### src/rtl/cpu_pkg.sv
// shared constants, types and the cordic arc table for the camera pose update block
// no dependencies
`default_nettype none

package cpu_pkg;

    localparam int FRAC_BITS    = 16;
    localparam int CORDIC_STEPS = 16;

    localparam int AXIS_W    = FRAC_BITS + 2;
    localparam int POS_W     = 32;
    localparam int DEG_W     = FRAC_BITS + 9;
    localparam int OFF_SH    = (FRAC_BITS >= 24) ? 0 : 24 - FRAC_BITS;
    localparam int RED_W     = DEG_W + OFF_SH + 2;
    localparam int RCNT_W    = $clog2(OFF_SH + 2);
    localparam int DV_W      = DEG_W + 24;
    localparam int TURN_W    = 32;
    localparam int QCNT_W    = $clog2(TURN_W);
    localparam int CW        = 34;
    localparam int CS        = 30 - FRAC_BITS;
    localparam int STEP_W    = $clog2(CORDIC_STEPS);
    localparam int ARC_IDX_W = 5;
    localparam int PR_W      = POS_W + AXIS_W;
    localparam int IN_W      = 3 * POS_W;
    localparam int USER_W    = 5;
    localparam int OUT_W     = ((3 * POS_W + 6 * AXIS_W + 7) / 8) * 8;

    localparam logic [DEG_W-1:0] FULL_CIRCLE = DEG_W'(360) << FRAC_BITS;
    localparam logic [RED_W-1:0] RED_OFFSET  = RED_W'(FULL_CIRCLE) << OFF_SH;
    localparam logic [DV_W-1:0]  TURN_DIV    = DV_W'(360) << (FRAC_BITS - 8);
    localparam logic signed [CW-1:0] CORDIC_GAIN = CW'(652032874);
    localparam logic signed [AXIS_W-1:0] AXIS_ONE = AXIS_W'(1 << FRAC_BITS);

    localparam logic [2:0] ACT_MOVE      = 3'd0;
    localparam logic [2:0] ACT_SET_POS   = 3'd1;
    localparam logic [2:0] ACT_SET_YAW   = 3'd2;
    localparam logic [2:0] ACT_SET_PITCH = 3'd3;
    localparam logic [2:0] ACT_ADD_YAW   = 3'd4;
    localparam logic [2:0] ACT_ADD_PITCH = 3'd5;

    localparam logic [1:0] AX_RIGHT = 2'd0;
    localparam logic [1:0] AX_UP    = 2'd1;
    localparam logic [1:0] AX_FWD   = 2'd2;

    typedef struct packed {
        logic                     done;
        logic signed [AXIS_W-1:0] sin_v;
        logic signed [AXIS_W-1:0] cos_v;
    } trig_t;

    function automatic logic [31:0] arc_lookup(input logic [ARC_IDX_W-1:0] idx);
        logic [31:0] a;
        case (idx)
            5'd0:    a = 32'h20000000;
            5'd1:    a = 32'h12E4051E;
            5'd2:    a = 32'h09FB385B;
            5'd3:    a = 32'h051111D4;
            5'd4:    a = 32'h028B0D43;
            5'd5:    a = 32'h0145D7E1;
            5'd6:    a = 32'h00A2F61E;
            5'd7:    a = 32'h00517C55;
            5'd8:    a = 32'h0028BE53;
            5'd9:    a = 32'h00145F2F;
            5'd10:   a = 32'h000A2F98;
            5'd11:   a = 32'h000517CC;
            5'd12:   a = 32'h00028BE6;
            5'd13:   a = 32'h000145F3;
            5'd14:   a = 32'h0000A2FA;
            5'd15:   a = 32'h0000517D;
            5'd16:   a = 32'h000028BE;
            5'd17:   a = 32'h0000145F;
            5'd18:   a = 32'h00000A30;
            5'd19:   a = 32'h00000518;
            5'd20:   a = 32'h0000028C;
            5'd21:   a = 32'h00000146;
            5'd22:   a = 32'h000000A3;
            5'd23:   a = 32'h00000051;
            default: a = 32'h00000000;
        endcase
        return a;
    endfunction

endpackage

`default_nettype wire

### src/rtl/cpu_sincos.sv
// sine and cosine of an angle in degrees: bit-serial turn division, then iterative cordic
// depends on cpu_pkg
`default_nettype none

module cpu_sincos import cpu_pkg::*;
(
    input  logic             clk,
    input  logic             rst_n,
    input  logic             start,
    input  logic [DEG_W-1:0] deg,
    output trig_t            res
);

    typedef enum logic [4:0] {
        S_IDLE = 5'b00001,
        S_DIV  = 5'b00010,
        S_QUAD = 5'b00100,
        S_ROT  = 5'b01000,
        S_FIN  = 5'b10000
    } sc_state_t;

    localparam logic signed [CW-1:0] C_ONE  = CW'(1 << FRAC_BITS);
    localparam logic signed [CW-1:0] C_MONE = -C_ONE;
    localparam logic signed [CW-1:0] C_HALF = CW'(1 << (CS - 1));

    sc_state_t state_reg, state_next;
    logic [DV_W-1:0] rem_reg, rem_next, dsr_reg, dsr_next;
    logic [TURN_W-1:0] q_reg, q_next;
    logic [QCNT_W-1:0] qcnt_reg, qcnt_next;
    logic [1:0] quad_reg, quad_next;
    logic signed [CW-1:0] x_reg, x_next, y_reg, y_next, z_reg, z_next;
    logic [STEP_W-1:0] step_reg, step_next;
    trig_t res_reg, res_next;

    function automatic logic signed [AXIS_W-1:0] round_unit(input logic signed [CW-1:0] v);
        logic signed [CW-1:0] t;
        logic signed [AXIS_W-1:0] r;
        t = (v + C_HALF) >>> CS;
        if (t > C_ONE)
            r = AXIS_ONE;
        else if (t < C_MONE)
            r = -AXIS_ONE;
        else
            r = t[AXIS_W-1:0];
        return r;
    endfunction

    always_comb
    begin
        logic ge;
        logic [TURN_W-1:0] tq, rb;
        logic [1:0] qd;
        logic signed [CW-1:0] dx, dy, arc;
        logic signed [AXIS_W-1:0] c, s;

        state_next = state_reg;
        rem_next   = rem_reg;
        dsr_next   = dsr_reg;
        q_next     = q_reg;
        qcnt_next  = qcnt_reg;
        quad_next  = quad_reg;
        x_next     = x_reg;
        y_next     = y_reg;
        z_next     = z_reg;
        step_next  = step_reg;
        res_next   = res_reg;
        res_next.done = 1'b0;

        ge  = rem_reg >= dsr_reg;
        tq  = q_reg + 32'h2000_0000;
        qd  = tq[TURN_W-1:TURN_W-2];
        rb  = q_reg - {qd, 30'd0};
        dx  = y_reg >>> step_reg;
        dy  = x_reg >>> step_reg;
        arc = $signed({2'b00, arc_lookup(ARC_IDX_W'(step_reg))});
        c   = round_unit(x_reg);
        s   = round_unit(y_reg);

        unique case (state_reg)
            S_IDLE:
            begin
                if (start)
                begin
                    rem_next   = {deg, 24'd0};
                    dsr_next   = TURN_DIV << (TURN_W - 1);
                    qcnt_next  = QCNT_W'(TURN_W - 1);
                    state_next = S_DIV;
                end
            end
            S_DIV:
            begin
                if (ge)
                    rem_next = rem_reg - dsr_reg;
                q_next   = {q_reg[TURN_W-2:0], ge};
                dsr_next = dsr_reg >> 1;
                qcnt_next = qcnt_reg - 1'b1;
                if (qcnt_reg == '0)
                    state_next = S_QUAD;
            end
            S_QUAD:
            begin
                quad_next  = qd;
                z_next     = {{(CW-TURN_W){rb[TURN_W-1]}}, rb};
                x_next     = CORDIC_GAIN;
                y_next     = '0;
                step_next  = '0;
                state_next = S_ROT;
            end
            S_ROT:
            begin
                if (!z_reg[CW-1])
                begin
                    x_next = x_reg - dx;
                    y_next = y_reg + dy;
                    z_next = z_reg - arc;
                end
                else
                begin
                    x_next = x_reg + dx;
                    y_next = y_reg - dy;
                    z_next = z_reg + arc;
                end
                step_next = step_reg + 1'b1;
                if (step_reg == STEP_W'(CORDIC_STEPS - 1))
                    state_next = S_FIN;
            end
            S_FIN:
            begin
                res_next.done = 1'b1;
                case (quad_reg)
                    2'd0:
                    begin
                        res_next.cos_v = c;
                        res_next.sin_v = s;
                    end
                    2'd1:
                    begin
                        res_next.cos_v = -s;
                        res_next.sin_v = c;
                    end
                    2'd2:
                    begin
                        res_next.cos_v = -c;
                        res_next.sin_v = -s;
                    end
                    default:
                    begin
                        res_next.cos_v = s;
                        res_next.sin_v = -c;
                    end
                endcase
                state_next = S_IDLE;
            end
            default:
            begin
                state_next = S_IDLE;
            end
        endcase
    end

    always_ff @(posedge clk or negedge rst_n)
    begin
        if (!rst_n)
        begin
            state_reg <= S_IDLE;
            res_reg   <= '0;
        end
        else
        begin
            state_reg <= state_next;
            res_reg   <= res_next;
        end
    end

    always_ff @(posedge clk)
    begin
        rem_reg       <= rem_next;
        dsr_reg       <= dsr_next;
        q_reg         <= q_next;
        qcnt_reg      <= qcnt_next;
        quad_reg      <= quad_next;
        x_reg         <= x_next;
        y_reg         <= y_next;
        z_reg         <= z_next;
        step_reg      <= step_next;
    end

    assign res = res_reg;

endmodule

`default_nettype wire

### src/rtl/camera_pose_update_core.sv
// camera pose update top level: position, yaw, pitch and look axes
// depends on cpu_pkg and cpu_sincos
// set position or unused action goes straight to the result; move does a product per axis;
// angle change does a modulo sweep, then per angle a turn division
// and a cordic, then two products
// one item at a time; the next item is taken once the result sits in the output register
// asynchronous active-low reset: position zero, angles zero, forward (0,0,-1), right (1,0,0)
`default_nettype none

module camera_pose_update_core import cpu_pkg::*;
(
    input  logic              clk,
    input  logic              rst_n,
    input  logic              s_tvalid,
    output logic              s_tready,
    input  logic [IN_W-1:0]   s_tdata,  // value, value_y, value_z
    input  logic [USER_W-1:0] s_tuser,  // action, axis
    output logic              m_tvalid,
    input  logic              m_tready,
    output logic [OUT_W-1:0]  m_tdata   // pos_x/y/z, fwd_x/y/z, rgt_x/y/z, zero pad
);

    typedef enum logic [6:0] {
        ST_IDLE   = 7'b0000001,
        ST_REDUCE = 7'b0000010,
        ST_TRIG_Y = 7'b0000100,
        ST_TRIG_P = 7'b0001000,
        ST_MUL    = 7'b0010000,
        ST_ACC    = 7'b0100000,
        ST_DONE   = 7'b1000000
    } cpu_state_t;

    localparam logic signed [PR_W-1:0] P_ONE  = PR_W'(1 << FRAC_BITS);
    localparam logic signed [PR_W-1:0] P_MONE = -P_ONE;
    localparam logic signed [PR_W-1:0] P_HALF = PR_W'(1 << (FRAC_BITS - 1));

    cpu_state_t state_reg, state_next;
    logic [2:0] act_reg, act_next;
    logic [1:0] axis_reg, axis_next;
    logic signed [POS_W-1:0] val_reg, val_next;
    logic [RED_W-1:0] red_reg, red_next;
    logic [RCNT_W-1:0] rcnt_reg, rcnt_next;
    logic [DEG_W-1:0] yaw_reg, yaw_next, pitch_reg, pitch_next;
    logic signed [AXIS_W-1:0] sy_reg, sy_next, cy_reg, cy_next;
    logic signed [AXIS_W-1:0] sp_reg, sp_next, cp_reg, cp_next;
    logic [1:0] k_reg, k_next;
    logic signed [PR_W-1:0] prod_reg, prod_next;
    logic signed [POS_W-1:0] pos_reg [3];
    logic signed [POS_W-1:0] pos_next [3];
    logic signed [AXIS_W-1:0] fwd_reg [3];
    logic signed [AXIS_W-1:0] fwd_next [3];
    logic signed [AXIS_W-1:0] rgt_reg [3];
    logic signed [AXIS_W-1:0] rgt_next [3];
    logic start_reg, start_next;
    logic mvalid_reg, mvalid_next;
    logic [OUT_W-1:0] mdata_reg, mdata_next;

    logic [2:0] in_act;
    logic [1:0] in_axis;
    logic signed [POS_W-1:0] in_v, in_vy, in_vz;
    logic in_take;
    trig_t trig;

    assign in_act  = s_tuser[2:0];
    assign in_axis = s_tuser[4:3];
    assign in_v    = s_tdata[POS_W-1:0];
    assign in_vy   = s_tdata[2*POS_W-1:POS_W];
    assign in_vz   = s_tdata[3*POS_W-1:2*POS_W];
    assign s_tready = (state_reg == ST_IDLE);
    assign in_take  = s_tvalid && s_tready;

    cpu_sincos u_sincos
    (
        .clk   (clk),
        .rst_n (rst_n),
        .start (start_reg),
        .deg   ((state_reg == ST_TRIG_P) ? pitch_reg : yaw_reg),
        .res   (trig)
    );

    always_comb
    begin
        logic [DEG_W-1:0] base;
        logic [RED_W-1:0] msh;
        logic to_yaw;
        logic signed [POS_W-1:0] op_a;
        logic signed [AXIS_W-1:0] op_b;
        logic signed [PR_W-1:0] rnd;
        logic signed [PR_W:0] sum;
        logic signed [AXIS_W-1:0] cl;

        state_next  = state_reg;
        act_next    = act_reg;
        axis_next   = axis_reg;
        val_next    = val_reg;
        red_next    = red_reg;
        rcnt_next   = rcnt_reg;
        yaw_next    = yaw_reg;
        pitch_next  = pitch_reg;
        sy_next     = sy_reg;
        cy_next     = cy_reg;
        sp_next     = sp_reg;
        cp_next     = cp_reg;
        k_next      = k_reg;
        prod_next   = prod_reg;
        pos_next    = pos_reg;
        fwd_next    = fwd_reg;
        rgt_next    = rgt_reg;
        start_next  = 1'b0;
        mvalid_next = mvalid_reg && !m_tready;
        mdata_next  = mdata_reg;

        base = (in_act == ACT_ADD_YAW) ? yaw_reg :
               (in_act == ACT_ADD_PITCH) ? pitch_reg : '0;
        msh    = RED_W'(FULL_CIRCLE) << rcnt_reg;
        to_yaw = (act_reg == ACT_SET_YAW) || (act_reg == ACT_ADD_YAW);

        op_b = '0;
        if (act_reg == ACT_MOVE)
        begin
            op_a = val_reg;
            case (axis_reg)
                AX_RIGHT: op_b = rgt_reg[k_reg];
                AX_UP:    op_b = (k_reg == 2'd1) ? AXIS_ONE : '0;
                AX_FWD:   op_b = fwd_reg[k_reg];
                default:  op_b = '0;
            endcase
        end
        else
        begin
            op_a = (k_reg == 2'd0) ? POS_W'(sy_reg) : POS_W'(cy_reg);
            op_b = sp_reg;
        end

        rnd = (prod_reg + P_HALF) >>> FRAC_BITS;
        sum = PR_W'(rnd) + (PR_W+1)'(pos_reg[k_reg]);
        if (rnd > P_ONE)
            cl = AXIS_ONE;
        else if (rnd < P_MONE)
            cl = -AXIS_ONE;
        else
            cl = rnd[AXIS_W-1:0];

        unique case (state_reg)
            ST_IDLE:
            begin
                if (in_take)
                begin
                    act_next  = in_act;
                    axis_next = in_axis;
                    val_next  = in_v;
                    k_next    = '0;
                    unique case (in_act) inside
                        ACT_MOVE:
                        begin
                            state_next = ST_MUL;
                        end
                        ACT_SET_POS:
                        begin
                            pos_next[0] = in_v;
                            pos_next[1] = in_vy;
                            pos_next[2] = in_vz;
                            state_next  = ST_DONE;
                        end
                        ACT_SET_YAW, ACT_SET_PITCH, ACT_ADD_YAW, ACT_ADD_PITCH:
                        begin
                            red_next = {{(RED_W-POS_W){in_v[POS_W-1]}}, in_v}
                                       + RED_W'(base) + RED_OFFSET;
                            rcnt_next  = RCNT_W'(OFF_SH + 1);
                            state_next = ST_REDUCE;
                        end
                        default:
                        begin
                            state_next = ST_DONE;
                        end
                    endcase
                end
            end
            ST_REDUCE:
            begin
                if (red_reg >= msh)
                    red_next = red_reg - msh;
                rcnt_next = rcnt_reg - 1'b1;
                if (rcnt_reg == '0)
                begin
                    if (to_yaw)
                        yaw_next = red_next[DEG_W-1:0];
                    else
                        pitch_next = red_next[DEG_W-1:0];
                    start_next = 1'b1;
                    state_next = ST_TRIG_Y;
                end
            end
            ST_TRIG_Y:
            begin
                if (trig.done)
                begin
                    sy_next    = trig.sin_v;
                    cy_next    = trig.cos_v;
                    start_next = 1'b1;
                    state_next = ST_TRIG_P;
                end
            end
            ST_TRIG_P:
            begin
                if (trig.done)
                begin
                    sp_next    = trig.sin_v;
                    cp_next    = trig.cos_v;
                    state_next = ST_MUL;
                end
            end
            ST_MUL:
            begin
                prod_next  = op_a * op_b;
                state_next = ST_ACC;
            end
            ST_ACC:
            begin
                if (act_reg == ACT_MOVE)
                begin
                    if (sum[PR_W:POS_W-1] == '0 || sum[PR_W:POS_W-1] == '1)
                        pos_next[k_reg] = sum[POS_W-1:0];
                    else if (sum[PR_W])
                        pos_next[k_reg] = {1'b1, {(POS_W-1){1'b0}}};
                    else
                        pos_next[k_reg] = {1'b0, {(POS_W-1){1'b1}}};
                    k_next = k_reg + 1'b1;
                    state_next = (k_reg == 2'd2) ? ST_DONE : ST_MUL;
                end
                else if (k_reg == 2'd0)
                begin
                    fwd_next[0] = cl;
                    rgt_next[2] = cl;
                    k_next      = 2'd1;
                    state_next  = ST_MUL;
                end
                else
                begin
                    fwd_next[2] = cl;
                    rgt_next[0] = -cl;
                    fwd_next[1] = cp_reg;
                    rgt_next[1] = '0;
                    state_next  = ST_DONE;
                end
            end
            ST_DONE:
            begin
                if (!mvalid_reg || m_tready)
                begin
                    mvalid_next = 1'b1;
                    mdata_next  = OUT_W'({rgt_reg[2], rgt_reg[1], rgt_reg[0],
                                          fwd_reg[2], fwd_reg[1], fwd_reg[0],
                                          pos_reg[2], pos_reg[1], pos_reg[0]});
                    state_next  = ST_IDLE;
                end
            end
            default:
            begin
                state_next = ST_IDLE;
            end
        endcase
    end

    always_ff @(posedge clk or negedge rst_n)
    begin
        if (!rst_n)
        begin
            state_reg  <= ST_IDLE;
            start_reg  <= 1'b0;
            mvalid_reg <= 1'b0;
            yaw_reg    <= '0;
            pitch_reg  <= '0;
            pos_reg[0] <= '0;
            pos_reg[1] <= '0;
            pos_reg[2] <= '0;
            fwd_reg[0] <= '0;
            fwd_reg[1] <= '0;
            fwd_reg[2] <= -AXIS_ONE;
            rgt_reg[0] <= AXIS_ONE;
            rgt_reg[1] <= '0;
            rgt_reg[2] <= '0;
        end
        else
        begin
            state_reg  <= state_next;
            start_reg  <= start_next;
            mvalid_reg <= mvalid_next;
            yaw_reg    <= yaw_next;
            pitch_reg  <= pitch_next;
            pos_reg    <= pos_next;
            fwd_reg    <= fwd_next;
            rgt_reg    <= rgt_next;
        end
    end

    always_ff @(posedge clk)
    begin
        act_reg   <= act_next;
        axis_reg  <= axis_next;
        val_reg   <= val_next;
        red_reg   <= red_next;
        rcnt_reg  <= rcnt_next;
        sy_reg    <= sy_next;
        cy_reg    <= cy_next;
        sp_reg    <= sp_next;
        cp_reg    <= cp_next;
        k_reg     <= k_next;
        prod_reg  <= prod_next;
        mdata_reg <= mdata_next;
    end

    assign m_tvalid = mvalid_reg;
    assign m_tdata  = mdata_reg;

endmodule

`default_nettype wire

### config.mk
export PLATFORM = sky130hd
export DESIGN_NAME = camera_pose_update_core
export DESIGN_NICKNAME = d
export VERILOG_FILES = /design/src/rtl/cpu_pkg.sv /design/src/rtl/cpu_sincos.sv /design/src/rtl/camera_pose_update_core.sv
export SDC_FILE = /design/constraint.sdc
export NUM_CORES = 2
export LEC_CHECK = 0
export BUFFER_PORTS_ARGS = -buffer_cell sky130_fd_sc_hd__buf_2
export CAP_MARGIN = 20
export CORE_ASPECT_RATIO = 2
export CORE_MARGIN = 2
export CORE_UTILIZATION = 50
export DETAILED_ROUTE_END_ITERATION = 16
export PLACE_DENSITY_LB_ADDON = 0.25
export SYNTH_ARGS = -nofsm -noshare
export SYNTH_HDL_FRONTEND = slang
export SYNTH_HIERARCHICAL = 1
export SYNTH_SLANG_ARGS = --single-unit
export TNS_END_PERCENT = 20
### constraint.sdc
create_clock -name clk -period 12.83 [get_ports clk]
set_input_delay 0 -clock clk [delete_from_list [all_inputs] [get_ports clk]]
set_output_delay 0 -clock clk [all_outputs]
set_load 0.01 [all_outputs]
==> out/metrics.csv <==
metric,value,unit
GRT Total Usage,0.3574,
"Avg Cell Area, Syn",9.382,sq um
most used routing layer,met2,
crit path launch,k_reg[0],
XOR/XNOR share of the synthesized area,0.04684,
port bufs,292,
worst min path class,input pin to flop,
multiplexer share of the synthesized area,0.05671,
status,"finished, final reports clean",
"top cells by area, synth","edfxtp_1 (23%), fa_1 (14%), dfrtp_1 (8.5%)",
CTS buffer count,89,
cts repair resizes,0,
WP depth,28,
largest family of logic cells by synthesized area,adder cells,
CTS tree,done,
fraction of registers with async set/reset,0.3004,
YS warnings,6,
"Arr. time, crit path",10.27,ns
Residual DRC,0,
TritonCTS Sinks,892,
"Req. time, crit path",13.25,ns
total number of vias,65640,
"Buf+Inv Stages, Crit Path",7,
vias in the first global route,67400,
post-synth top area share,0.2299,
max_cap viols,0,
share of cells above drive strength 1,0.1045,
wire per inst,26.76,um
Routed WL,283.1,mm
CP endpoint kind,flop,
Die Height,561.1,um
dpl hpwl,215.1,mm
"slowest stage delay, CP",0.88,ns
Reg-to-Reg Start,k_reg[0],
"commonest non-fill, non-tap cells in the layout","nand2_1 (1002), inv_1 (840), nor2_1 (674)",
Die Area,0.1585,sq mm
Mapped Cells,8270,
nets,9460,
1st-iter DRT viols,5517,
Site Rows,204,
critical path endpoint,prod_reg[49],
global-route wire length before repair,419.6,mm
CTS Hold Bufs,105,
initial antenna violation count,22,
Synth Area in Simple Gates,0.1568,
Crit-path slowest cell,edfxtp_1,
minimum clock period,9.850,ns
fmax,101.5,MHz
GR Layer Usage met3,0.07213,
global route overflow,0,
"CTS clk-pin slew, worst paths",0.07,ns
Root Buffer Master,clkbuf_16,
fin. max-slew vios,0,
drt first pass iters,6,
r2r setup slk,2.98,ns
clk_skew,0.03387,ns
Clock Path Buffers,3,
Reg2Reg Depth,28,
Layout area overhead,9.640,%
largest area contributor in the netlist,edfxtp_1,
ratio of final minimum period to clock period,0.7677,
dpl ws,3.193,ns
Synth Flop Type,edfxtp_1,
Post CTS Setup Buffer Count,0,
htree depth,3,
Setup TNS,0,ns
IO Pins,315,
initial core utilization,0.5033,
Slew headroom,0.1894,
Netlist cell types,119,
Worst Tran Pin Value,1.207,ns
post-route ant nets,0,
Final Hold Violating Endpoints,0,
R2R Path End,prod_reg[49],
final RePlAce weighted congestion,1.030,
Post-Syn Area,0.07759,sq mm
"FF+latch count, synth",892,
Synth Area in Adders,0.2036,
vias per inst,6.206,
Skew-Pair Late Insertion Delay,0.71,ns
final setup fails,0,
RSZ-0062 raised after global routing,false,
Core ar.,0.1542,sq mm
GRT met1 Usage,0.3642,
Synth Area in Compound Gates,0.1426,
largest net degree at the start of global routing,127,
crit path launch type,flop,
fin worst setup slack,2.980,ns
register area share after synthesis,0.3241,
Worst Path Max Fanout,29,
met2 GRT Util,0.6200,
Top delay family on crit path,adder cells,
critical path class,flop to flop,
"most common cell after layout, fill and taps aside",nand2_1,
die span in x,282.6,um
number of synthesized flops with an enable pin,594,
## through the flow
step / std cells / utilization / hold slack, ns / instance area (sq um)
floorplan: 8291 / - / -0.2956 / 77670
global placement: 10280 / 0.5243 / 0.07686 / 80830
detailed placement: 10290 / 0.5244 / 0.09455 / 80840
CTS: 10560 / 0.5512 / 0.05968 / 84980
global route: 10570 / 0.5517 / 0.09124 / 85050
finish: 10580 / 0.5518 / 0.1032 / 85070
## synthesized netlist by cell type, drive strengths merged, types with 16 or more instances
master / number
nand2: 1003
inv: 845
nor2: 683
edfxtp: 594
fa: 558
o21ai: 469
a21oi: 422
ha: 370
clkbuf: 345
dfrtp: 263
xnor2: 225
xor2: 190
mux2i: 154
nand2b: 153
buf: 140
mux2: 138
nand3: 127
o22ai: 127
a21o: 120
nor3: 115
and2: 88
o21a: 77
or3: 74
a31oi: 70
and3: 68
nand4: 62
nor2b: 62
a211oi: 57
mux4: 56
o31ai: 50
o211ai: 45
nor4: 42
a22oi: 34
dfxtp: 30
or2: 30
a22o: 29
o21bai: 28
nor3b: 25
and4: 21
a211o: 18
o221ai: 16
o31a: 16
## worst min-delay path by stage
stage	startpoint	end	slack (ns)	depth (start not counted)
after CTS	s_tuser[4]	axis_reg[1]	0.06	2
after floorplan	rst_n	asynchronous set/reset pin	-0.30	0
after global routing	s_tuser[4]	axis_reg[1]	0.09	2
after global placement	rst_n	asynchronous set/reset pin	0.08	1
after detailed placement	rst_n	asynchronous set/reset pin	0.09	1
final	s_tuser[4]	axis_reg[1]	0.10	2
## per-layer routing
metal,up-vias,share of wire
li1,28750,-
met1,32570,0.32
met2,3121,0.50
met3,1182,0.071
met4,14,0.10
met5,-,0.00031
## cell type report
class / count / area, sq um
Multi-Input combinational cell: 6066 / 47470
Clock inverter: 54 / 626.9
Sequential cell: 892 / 25150
Inverter: 848 / 3186
Tap cell: 2060 / 2577
Antenna cell: 13 / 32.53
Clock buffer: 114 / 2446
Timing Repair Buffer: 530 / 3581
Fill cell: 13860 / 69100
## cells by family after synthesis
kind of cell | after synthesis
fa+ha+maj | 928
mux | 348
xor+xnor | 415
buf+inv | 1333
other cells | 1
simple gates | 2615
flops | 892
compound gates | 1738
Power is not shown: default switching activity piles up to over one toggle a cycle in this logic, so the estimate is an artifact.
